**src/rtl/fbfl_pkg.sv**
```systemverilog
// Shared constants, codes and controller/datapath interface types for the chunk allocator.
package fbfl_pkg;

	localparam int MAX_CHUNKS = 256;
	localparam int IDX_W      = $clog2(MAX_CHUNKS);
	localparam int LINK_W     = IDX_W + 1;
	localparam int CNT_W      = 9;
	localparam int CMP_W      = (LINK_W > CNT_W) ? LINK_W : CNT_W;
	localparam int CMD_W      = 2;
	localparam int CIDX_W     = 8;
	localparam int GRANT_W    = 8;
	localparam int STAT_W     = 2;
	localparam int IN_W       = 16;
	localparam int OUT_W      = 16;

	localparam logic [CMD_W-1:0] CMD_ALLOC    = 2'd0;
	localparam logic [CMD_W-1:0] CMD_FREE     = 2'd1;
	localparam logic [CMD_W-1:0] CMD_FREE_ALL = 2'd2;

	localparam logic [STAT_W-1:0] ST_OK    = 2'd0;
	localparam logic [STAT_W-1:0] ST_EMPTY = 2'd1;
	localparam logic [STAT_W-1:0] ST_RANGE = 2'd2;

	typedef enum logic [1:0] {
		S_IDLE,
		S_ALLOC_WB,
		S_SWEEP
	} state_t;

	typedef struct packed {
		logic                link_rd;
		logic                head_from_link;
		logic                push;
		logic                sweep_clr;
		logic                sweep_wr;
		logic                head_clr;
		logic                res_load;
		logic                res_grant;
		logic [STAT_W-1:0]   res_status;
	} ctl_cmd_t;

	typedef struct packed {
		logic head_ok;
		logic idx_ok;
		logic count_zero;
		logic sweep_last;
		logic out_free;
	} dp_stat_t;

endpackage

```
**src/rtl/fixed_block_free_list_allocator.sv**
```systemverilog
// Top level of the fixed-size chunk free-list allocator.
//
// Input stream s_*: one command per item. s_tdata carries cmd in [1:0]
// (0 allocate, 1 free, 2 free all) and chunk_index in [9:2].
// Output stream m_*: exactly one result per command, in order. m_tdata
// carries granted_index in [7:0] and status in [9:8] (0 ok, 1 empty,
// 2 free index out of range).
// cfg_we/cfg_wdata write chunk_count; write it only while the block is idle.
// Free, a failed allocate, an unused command and free-all on an empty
// pool load the result register when accepted; a successful allocate
// first reads the link store, then updates the head and loads the result;
// free-all sweeps chunk_count entries, with the count saturated at 256,
// of the link store one entry per cycle through its single write port.
// One item is handled at a time; the next is accepted once the controller
// is idle and the result register is free or draining.
// A stalled receiver holds the result register and stops new accepts.
// Reset: chunk_count is 256, the head is chunk 0 and every link reads as
// its index plus one through per-entry valid bits; no clearing pass.
module fixed_block_free_list_allocator (
	input  logic                        clk,
	input  logic                        arst_n,
	input  logic                        s_tvalid,
	output logic                        s_tready,
	input  logic [fbfl_pkg::IN_W-1:0]   s_tdata,   // cmd[1:0], chunk_index[9:2]
	output logic                        m_tvalid,
	input  logic                        m_tready,
	output logic [fbfl_pkg::OUT_W-1:0]  m_tdata,   // granted_index[7:0], status[9:8]
	input  logic                        cfg_we,
	input  logic [fbfl_pkg::CNT_W-1:0]  cfg_wdata  // chunk_count
);
	import fbfl_pkg::*;

	ctl_cmd_t          ctl;
	dp_stat_t          stat;
	logic [CMD_W-1:0]  cmd;
	logic [CIDX_W-1:0] chunk_index;

	assign cmd         = s_tdata[CMD_W-1:0];
	assign chunk_index = s_tdata[CMD_W+CIDX_W-1:CMD_W];

	fbfl_ctrl u_ctrl (
		.clk     (clk),
		.arst_n  (arst_n),
		.s_tvalid(s_tvalid),
		.s_tready(s_tready),
		.cmd     (cmd),
		.stat    (stat),
		.ctl     (ctl)
	);

	fbfl_dp u_dp (
		.clk        (clk),
		.arst_n     (arst_n),
		.ctl        (ctl),
		.stat       (stat),
		.chunk_index(chunk_index),
		.cfg_we     (cfg_we),
		.cfg_wdata  (cfg_wdata),
		.m_tvalid   (m_tvalid),
		.m_tready   (m_tready),
		.m_tdata    (m_tdata)
	);

endmodule

```
**src/rtl/fbfl_ram.sv**
```systemverilog
// Generic single-port-write, registered-read RAM.
module fbfl_ram #(
	parameter int WIDTH = 9,
	parameter int DEPTH = 256
) (
	input  logic                     clk,
	input  logic                     we,
	input  logic [$clog2(DEPTH)-1:0] waddr,
	input  logic [WIDTH-1:0]         wdata,
	input  logic [$clog2(DEPTH)-1:0] raddr,
	output logic [WIDTH-1:0]         rdata
);

	logic [WIDTH-1:0] mem_q [DEPTH];

	always_ff @(posedge clk) begin
		if (we) begin
			mem_q[waddr] <= wdata;
		end
		rdata <= mem_q[raddr];
	end

endmodule

```
**src/rtl/fbfl_dp.sv**
```systemverilog
// Datapath: link store, head and count registers, sweep pointer and result register.
module fbfl_dp (
	input  logic                         clk,
	input  logic                         arst_n,
	input  fbfl_pkg::ctl_cmd_t           ctl,
	output fbfl_pkg::dp_stat_t           stat,
	input  logic [fbfl_pkg::CIDX_W-1:0]  chunk_index,
	input  logic                         cfg_we,
	input  logic [fbfl_pkg::CNT_W-1:0]   cfg_wdata,
	output logic                         m_tvalid,
	input  logic                         m_tready,
	output logic [fbfl_pkg::OUT_W-1:0]   m_tdata
);
	import fbfl_pkg::*;

	logic [CNT_W-1:0]      count_q;
	logic [LINK_W-1:0]     head_q;
	logic [IDX_W-1:0]      ptr_q;
	logic [MAX_CHUNKS-1:0] vld_q;
	logic                  vld_s1;
	logic                  out_vld_q;
	logic [GRANT_W-1:0]    grant_q;
	logic [STAT_W-1:0]     status_q;

	logic [CMP_W-1:0]  live;
	logic [CMP_W-1:0]  idx_ext;
	logic [IDX_W-1:0]  head_idx;
	logic [IDX_W-1:0]  free_idx;
	logic              we;
	logic [IDX_W-1:0]  waddr;
	logic [LINK_W-1:0] wdata;
	logic [LINK_W-1:0] rdata;
	logic [LINK_W-1:0] link;

	// Saturate the pool size to the store depth.
	assign live     = (CMP_W'(count_q) > CMP_W'(MAX_CHUNKS)) ? CMP_W'(MAX_CHUNKS)
	                                                          : CMP_W'(count_q);
	assign idx_ext  = CMP_W'(chunk_index);
	assign head_idx = head_q[IDX_W-1:0];
	assign free_idx = IDX_W'(chunk_index);

	assign stat.head_ok    = CMP_W'(head_q) < live;
	assign stat.idx_ok     = idx_ext < live;
	assign stat.count_zero = live == '0;
	assign stat.sweep_last = (CMP_W'(ptr_q) + CMP_W'(1)) == live;
	assign stat.out_free   = !out_vld_q || m_tready;

	// One write port shared by push and the free-all sweep.
	assign we    = ctl.push || ctl.sweep_wr;
	assign waddr = ctl.sweep_wr ? ptr_q : free_idx;
	assign wdata = ctl.sweep_wr ? (LINK_W'(ptr_q) + LINK_W'(1)) : head_q;

	fbfl_ram #(
		.WIDTH(LINK_W),
		.DEPTH(MAX_CHUNKS)
	) u_link_ram (
		.clk  (clk),
		.we   (we),
		.waddr(waddr),
		.wdata(wdata),
		.raddr(head_idx),
		.rdata(rdata)
	);

	// An entry never written holds its reset link, index plus one.
	assign link = vld_s1 ? rdata : (head_q + LINK_W'(1));

	always_ff @(posedge clk or negedge arst_n) begin
		if (!arst_n) begin
			count_q <= CNT_W'(256);
			head_q  <= '0;
			vld_q   <= '0;
			ptr_q   <= '0;
		end else begin
			if (cfg_we) begin
				count_q <= cfg_wdata;
			end
			if (we) begin
				vld_q[waddr] <= 1'b1;
			end
			if (ctl.sweep_clr) begin
				ptr_q <= '0;
			end else if (ctl.sweep_wr) begin
				ptr_q <= ptr_q + IDX_W'(1);
			end
			if (ctl.head_clr) begin
				head_q <= '0;
			end else if (ctl.push) begin
				head_q <= LINK_W'(chunk_index);
			end else if (ctl.head_from_link) begin
				head_q <= link;
			end
		end
	end

	always_ff @(posedge clk) begin
		if (ctl.link_rd) begin
			vld_s1 <= vld_q[head_idx];
		end
	end

	always_ff @(posedge clk or negedge arst_n) begin
		if (!arst_n) begin
			out_vld_q <= 1'b0;
		end else if (ctl.res_load) begin
			out_vld_q <= 1'b1;
		end else if (m_tready) begin
			out_vld_q <= 1'b0;
		end
	end

	always_ff @(posedge clk) begin
		if (ctl.res_load) begin
			grant_q  <= ctl.res_grant ? GRANT_W'(head_q) : '0;
			status_q <= ctl.res_status;
		end
	end

	assign m_tvalid = out_vld_q;
	assign m_tdata  = OUT_W'({status_q, grant_q});

	a_no_overwrite: assert property (@(posedge clk) disable iff (!arst_n)
		ctl.res_load |-> (!out_vld_q || m_tready))
		else $error("result register overwritten while pending");

	a_push_in_range: assert property (@(posedge clk) disable iff (!arst_n)
		ctl.push |-> (idx_ext < live))
		else $error("push of out-of-range chunk");

	a_sweep_in_range: assert property (@(posedge clk) disable iff (!arst_n)
		ctl.sweep_wr |-> (CMP_W'(ptr_q) < live))
		else $error("sweep pointer past pool end");

	a_link_read_first: assert property (@(posedge clk) disable iff (!arst_n)
		ctl.head_from_link |-> $past(ctl.link_rd))
		else $error("head updated without a link read");

endmodule

```
**src/rtl/fbfl_ctrl.sv**
```systemverilog
// Controller: command decode and sequencing state machine.
module fbfl_ctrl (
	input  logic                        clk,
	input  logic                        arst_n,
	input  logic                        s_tvalid,
	output logic                        s_tready,
	input  logic [fbfl_pkg::CMD_W-1:0]  cmd,
	input  fbfl_pkg::dp_stat_t          stat,
	output fbfl_pkg::ctl_cmd_t          ctl
);
	import fbfl_pkg::*;

	state_t state_q;
	state_t state_d;
	logic   accept;

	assign s_tready = (state_q == S_IDLE) && stat.out_free;
	assign accept   = s_tvalid && s_tready;

	always_ff @(posedge clk or negedge arst_n) begin
		if (!arst_n) begin
			state_q <= S_IDLE;
		end else begin
			state_q <= state_d;
		end
	end

	always_comb begin
		state_d = state_q;
		ctl     = '0;
		unique case (state_q)
			S_IDLE: begin
				if (accept) begin
					ctl.res_status = ST_OK;
					unique case (cmd)
						CMD_ALLOC: begin
							if (stat.head_ok) begin
								ctl.link_rd = 1'b1;
								state_d     = S_ALLOC_WB;
							end else begin
								ctl.res_load   = 1'b1;
								ctl.res_status = ST_EMPTY;
							end
						end
						CMD_FREE: begin
							ctl.res_load = 1'b1;
							if (stat.idx_ok) begin
								ctl.push = 1'b1;
							end else begin
								ctl.res_status = ST_RANGE;
							end
						end
						CMD_FREE_ALL: begin
							if (stat.count_zero) begin
								ctl.head_clr = 1'b1;
								ctl.res_load = 1'b1;
							end else begin
								ctl.sweep_clr = 1'b1;
								state_d       = S_SWEEP;
							end
						end
						default: begin
							// unused command: no state change, plain ok
							ctl.res_load = 1'b1;
						end
					endcase
				end
			end
			S_ALLOC_WB: begin
				ctl.head_from_link = 1'b1;
				ctl.res_load       = 1'b1;
				ctl.res_grant      = 1'b1;
				ctl.res_status     = ST_OK;
				state_d            = S_IDLE;
			end
			S_SWEEP: begin
				ctl.sweep_wr = 1'b1;
				if (stat.sweep_last) begin
					ctl.head_clr   = 1'b1;
					ctl.res_load   = 1'b1;
					ctl.res_status = ST_OK;
					state_d        = S_IDLE;
				end
			end
			default: begin
				state_d = S_IDLE;
			end
		endcase
	end

	a_ready_idle_only: assert property (@(posedge clk) disable iff (!arst_n)
		s_tready |-> (state_q == S_IDLE))
		else $error("input ready outside idle");

	a_alloc_wb_once: assert property (@(posedge clk) disable iff (!arst_n)
		(state_q == S_ALLOC_WB) |=> (state_q == S_IDLE))
		else $error("allocate write-back did not return to idle");

	a_sweep_entry: assert property (@(posedge clk) disable iff (!arst_n)
		$rose(state_q == S_SWEEP) |-> $past(accept))
		else $error("sweep entered without an accepted item");

endmodule
```
**config.mk**
```make
export PLATFORM = sky130hd
export DESIGN_NAME = fixed_block_free_list_allocator
export DESIGN_NICKNAME = d
export VERILOG_FILES = /design/src/rtl/fbfl_pkg.sv /design/src/rtl/fixed_block_free_list_allocator.sv /design/src/rtl/fbfl_ram.sv /design/src/rtl/fbfl_dp.sv /design/src/rtl/fbfl_ctrl.sv
export SDC_FILE = /design/constraint.sdc
export NUM_CORES = 2
export LEC_CHECK = 0
export BUFFER_PORTS_ARGS = -buffer_cell sky130_fd_sc_hd__buf_2
export CORE_MARGIN = 2
export CORE_UTILIZATION = 45
export DETAILED_ROUTE_END_ITERATION = 8
export PLACE_DENSITY = 0.61
export SYNTH_ARGS = -nofsm -noshare
export SYNTH_HDL_FRONTEND = slang
export SYNTH_SLANG_ARGS = --single-unit
export TNS_END_PERCENT = 30
```
**constraint.sdc**
```tcl
create_clock -name clk -period 19.34 [get_ports clk]
set_input_delay 0 -clock clk [delete_from_list [all_inputs] [get_ports clk]]
set_output_delay 0 -clock clk [all_outputs]
set_load 0.1 [all_outputs]
```
Word-level counts from Yosys, hierarchy flattened
Memories as Yosys holds them, arrays and structs flattened. A register that Yosys moved wholly into a read port is not among the register bits.
Index checks and enable logic that the tools add are counted.
{"block": "totals", "regBits": 296, "mem_bits_rw": 2304, "in_bits": 30, "out_inout_bits": 18, "elab_cells": 90, "memories": 1}
{"block": "classes", "addsub": 3, "order_cmp": 6, "eq_ne": 10, "mux": 46, "n_bitwise": 1, "n_reduce_logical": 14}
{"name": "u_dp.u_link_ram.mem_q", "words": 256, "width": 9, "rd": 1, "rd_clocked_by_memory_dff": 1, "wr": 1, "line": "fbfl_ram.sv:14", "source": "logic [WIDTH-1:0] mem_q [DEPTH];"}
{"op": "256-bit bitwise OR", "n": 1}
{"op": "9-bit 2-to-1 mux", "n": 6}
{"op": "8-bit 2-to-1 mux", "n": 3}
{"op": "2-bit 2-to-1 mux", "n": 10}
{"op": "1-bit 2-to-1 mux", "n": 19}
{"op": "8-bit by 9-bit < comparator with 1-bit output (second input constant)", "n": 2}
{"op": "2-bit case mux with 2 select lines", "n": 3}
{"op": "8-bit by 1-bit adder with 9-bit output (second input constant)", "n": 1}
{"op": "9-bit by 1-bit adder with 9-bit output (second input constant)", "n": 1}
{"op": "9-bit equality test", "n": 1}
{"op": "9-bit greater-than comparator (second input constant)", "n": 1}
{"op": "9-bit zero test", "n": 1}
{"op": "8-bit by 9-bit < comparator with 1-bit output", "n": 1}
{"op": "9-bit < comparator", "n": 1}
{"op": "3-bit inequality test (second input constant)", "n": 3}
{"op": "8-bit by 1-bit adder with 8-bit output (second input constant)", "n": 1}
{"op": "1-bit binary-select mux with 8-bit select", "n": 1}
{"op": "1-bit demux with 8-bit select", "n": 1}
{"op": "8-bit by 1-bit >= comparator with 1-bit output (second input constant)", "n": 1}
{"op": "5-bit AND reduction", "n": 1}
{"op": "2-bit by 1-bit equality test with 1-bit output (second input constant)", "n": 2}
{"op": "2-bit equality test (second input constant)", "n": 2}
{"op": "2-bit zero test", "n": 2}
{"op": "1-bit case mux with 2 select lines", "n": 2}
{"op": "other kinds (9)", "n": 13}

Depth between registers and ports, before layout
{"block": "logic_depth", "depth_word": 10, "mapped_depth": 14, "ltp_nobuf": 10}

Modules after synthesis
Synthesis repeated with hierarchy kept, for this count alone.
{"block": "unflattened", "cells_unflattened": 5337, "area_unflattened_um2": 103035.1}
{"module": "fbfl_ram", "n_inst": 1, "cells_per_inst": 4237, "area_per_inst_um2": 89278.1, "seq_area_each_um2": 69366.5}
{"module": "fbfl_dp", "n_inst": 1, "cells_per_inst": 1077, "area_per_inst_um2": 13539.2, "seq_area_each_um2": 7413.4}
{"module": "fbfl_ctrl", "n_inst": 1, "cells_per_inst": 23, "area_per_inst_um2": 217.7, "seq_area_each_um2": 50.0}

Worst setup path before layout
Ideal clock, no wire load.
{"block": "synth_timing", "kind": "flip-flop to flip-flop", "start": "register u_ctrl.state_q[0]", "end": "memory u_dp.u_link_ram.mem_q[0][7] (data pin)", "setup_time_ns": 2.187, "arrival_time_ns": 11.286, "t_required_ns": 17.153, "setup_slack_ns": 5.867, "path_stages_with_launch": 7, "n_path_buf": 4, "synth_period_minus_slack_ns": 13.473, "cell_sequence": "dfrtp_1 -> nand2b_1 -> clkbuf_1 -> clkbuf_1 -> clkbuf_1 -> clkbuf_1 -> o21ai_0"}
{"block": "synth_between", "elab_chain_len": 3}
{"element": "start: declaration", "line": "fbfl_ctrl.sv:13", "source": "state_t state_q;"}
{"element": "start signal: assignment", "line": "fbfl_ctrl.sv:24", "source": "state_q <= state_d;"}
{"element": "2-bit equality test", "line": "fbfl_ctrl.sv:31", "source": "unique case (state_q)"}
{"element": "1-bit 2-to-1 mux", "line": "fbfl_ctrl.sv:31"}
{"element": "9-bit 2-to-1 mux", "line": "fbfl_dp.sv:51", "source": "assign wdata = ctl.sweep_wr ? (LINK_W'(ptr_q) + LINK_W'(1)) : head_q;"}
{"element": "via u_dp.u_link_ram.wdata[7]", "line": "fbfl_ram.sv:9", "source": "input logic [WIDTH-1:0] wdata,"}
{"element": "end: declaration", "line": "fbfl_ram.sv:14"}
The timed path passes the listed nets, and every way through them passes these cells.

==> results.yml <==
finish:
  syn_to_final_growth_pct: 12.5
  drive_gt1_share_pct: 20.9
  fill_cells: 18200
  final_util_pct: 50.8
  final_cells: 8694
  fin_nets: 5513
critical_path:
  cp-startpoint: "u_dp.head_q[0]"
  startpoint_type: "flip-flop"
  crit_chain: "buf_4 -> buf_4 -> buf_4 -> buf_4 -> mux4_2 -> a22oi_1 -> a31oi_1 -> a221oi_1 -> a21oi_1 -> a21o_1"
  worstSetupEndpointType: "flip-flop"
  cpMostUsedCell: "buf_4"
  critPathRequiredTime_ns: 20.15
  slowest_delay_ns: 0.95
  critPathSlowestCell: "a221oi_1"
  r2r_start: "u_dp.head_q[0]"
  cp_max_fo: 52
  arrival_ns: 7.28
  critical_path_class: "flip-flop to flip-flop"
global_routing:
  gr-usage-met3_pct: 4.87
  busiest_layer: "met2"
  antenna_found_initial: 11
  use_met2_pct: 36.3
  grt_max_degree: 233
  grt_use_met1_pct: 32.1
  grt_pass1_vias: 53200
  grt_pass1_wl_microns: 389000
  grt.overflow.total: 0
  grtUsageTotal_pct: 23.0
drt:
  drt_wl_total_microns: 271000
  drcViolationCount: 0
  wl_per_cell_microns: 31.2
  firstDrtPassIters: 5
  vias_per_cell: 6.07
  routed-via-count: 52800
  ant_nets: 0
  drt_iter0_drc: 6419
timing:
  skew_ns: 0.0896
  hold_violations: 0
  fin_setup_tns_ns: 0
  drv_slew: 0
  rsz0062_at_grt: "no"
  tightest_slew_ns: 1.27
  relSlewSlack_pct: 14.8
  finalSetupViolCount: 0
  fmax_mhz: 154
  min_period_ns: 6.48
  period_share_pct: 33.5
power_and_ir_drop:
  p_leak_nw: 37.9
  irDropWorstVdd_v: 0.000239
  powerDensity_nw_per_um2: 162
  power_w: 0.0189
clock_tree:
  post_cts_resized: 0
  clk_pin_slew_ns: 0.06
  ctsHoldBuffers: 55
  htree_levels: 5
  cts_root_buf: "clkbuf_16"
  clk_latency_ns: 0.95
  clock-sinks: 2609
  cts_buffers: 288
  cts_tree: "done"
  clock_path_buffers: 4
  post_cts_buffers: 0
yosys:
  synth_warnings: 0
  ys_seq_elements: 2609
  ys_types: 77
  ys_top_cells_by_area: "edfxtp_1 (67%), mux4_2 (12%), dfrtp_1 (6.9%), mux2i_1 (2.9%), o21bai_1 (1.9%)"
  synth-edff-count: 2315
  synth_top_cells_by_count: "edfxtp_1 (2315), mux4_2 (573), nor2_1 (353)"
  synth.top_cell.area_share_pct: 67.2
  synth.cell_area_sq_um: 103000
  synth-async-reset-ratio_pct: 10.9
  yosys.area.top_type: "edfxtp_1"
  synth_cells: 5294
  postSynthAreaPerCell_sq_um: 19.5
  synth_flop_cell: "edfxtp_1"
  ys_seq_area_share_pct: 74.3
  yosysMostFrequentCell: "edfxtp_1"
hold_path:
  holdCritStartpoint: "s_tdata[9]"
  min_path_type: "primary input to flip-flop"
placement:
  dp_hpwl_microns: 161000
  portBuffers: 35
  place_inst: 8147
  gp_congestion: 0.852
outcome:
  status: "completed"
die:
  ioPinCount: 48
  core_area_sq_um: 229000
  die_area_sq_um: 234000
  start_util_pct: 45.1
  row_count: 176
  die_h_microns: 484
  chipWidth_microns: 484
job:
  maxCapViolations: 0
[through the flow]
stage | cell area [sq um] | hold slack [ns] | setup slack, ns
2_1_floorplan | 103000 | -0.296 | 5.87
3_3_place_gp | 107000 | 0.102 | 12.84
3_5_place_dp | 107000 | 0.123 | 12.84
4_1_cts | 116000 | 0.00251 | 12.77
5_1_grt | 116000 | 0.0259 | 12.48
6_report | 116000 | 0.0425 | 12.86
[critical path, delay by kind of cell, from the launching register on]
family	cells	cell delay, ns
AO/OA/AOI/OAI	5	1.78
buffers and inverters	4	3.01
flip-flops	1	0.82
multiplexers	1	0.63
[layout by cell type, fill, tap and decap left out, drive strengths merged, types with 72 or more instances in the layout]
cell type,Yosys,layout
edfxtp,2315,2315
a21oi,85,85
o21ai,72,72
mux4,573,573
nand2,205,205
clkinv,1,72
o21bai,257,257
dfrtp,284,284
buf,181,159
clkbuf,156,380
nor2,353,353
mux2i,296,296
[routing by layer]
| metal | wire length (microns) | share of wire, % |
|---|---|---|
| met5 | 41 | 0.015 |
| met4 | 8650 | 3.2 |
| met3 | 21800 | 8.1 |
| met2 | 129000 | 48 |
| met1 | 111000 | 41 |
[kinds of logic after synthesis]
group	count (synthesis)	synth area share (%)
AO/OA/AOI/OAI	701	4.89
XOR/XNOR	23	0.208
adder cells (fa/ha/maj)	17	0.206
buffers and inverters	351	2.00
flip-flops	2609	74.3
multiplexers	893	15.6
other	1	0.00362
AND/OR/NAND/NOR	699	2.84
[flip-flops by register name, indices dropped and copies added, names as in the netlist]
name and cells:
u_dp.u_link_ram.rdata 9, u_dp.m_tvalid 1, u_dp.ptr_q 8, u_dp.count_q 9, u_dp.status_q 2, u_ctrl.state_q 2
u_dp.u_link_ram.mem_q 2304, u_dp.grant_q 8, u_dp.vld_q 256, u_dp.head_q 9, u_dp.vld_s1 1
[layout make-up]
cell class	instances	area, sq um	area share, %
Tap cell	3026	3790	3.25
Multi-Input combinational cell	2339	24800	21.3
Sequential cell	2609	76800	66.0
Clock buffer	380	7830	6.72
Antenna cell	6	15.0	0.0129
Inverter	14	66.3	0.0570
Timing Repair Buffer	214	1810	1.56
Clock inverter	106	1210	1.04
[worst paths after layout]
kind | cells after the start | to | slack (ns)
max in group asynchronous | 5 | u_dp.vld_q[53] | 17.45
worst max-delay path | 10 | u_dp.u_link_ram.rdata[5] | 12.86
worst min register to register | 1 | u_dp.vld_q[81] | 0.47
min in group asynchronous | 3 | u_dp.count_q[8] | 0.24
worst min-delay path | 3 | u_dp.head_q[7] | 0.04
worst max register to register | 10 | u_dp.u_link_ram.rdata[5] | 12.86
[report_power, final]
part	leakage [nW]	switching, W	total [W]	internal [W]
logic	8.50	0.00412	0.00596	0.00184
clock network	4.42	0.00215	0.00534	0.00319
registers	25.0	0.000189	0.00760	0.00741
total	37.9	0.00645	0.0189	0.0124
(Power assumes the default switching activity.)
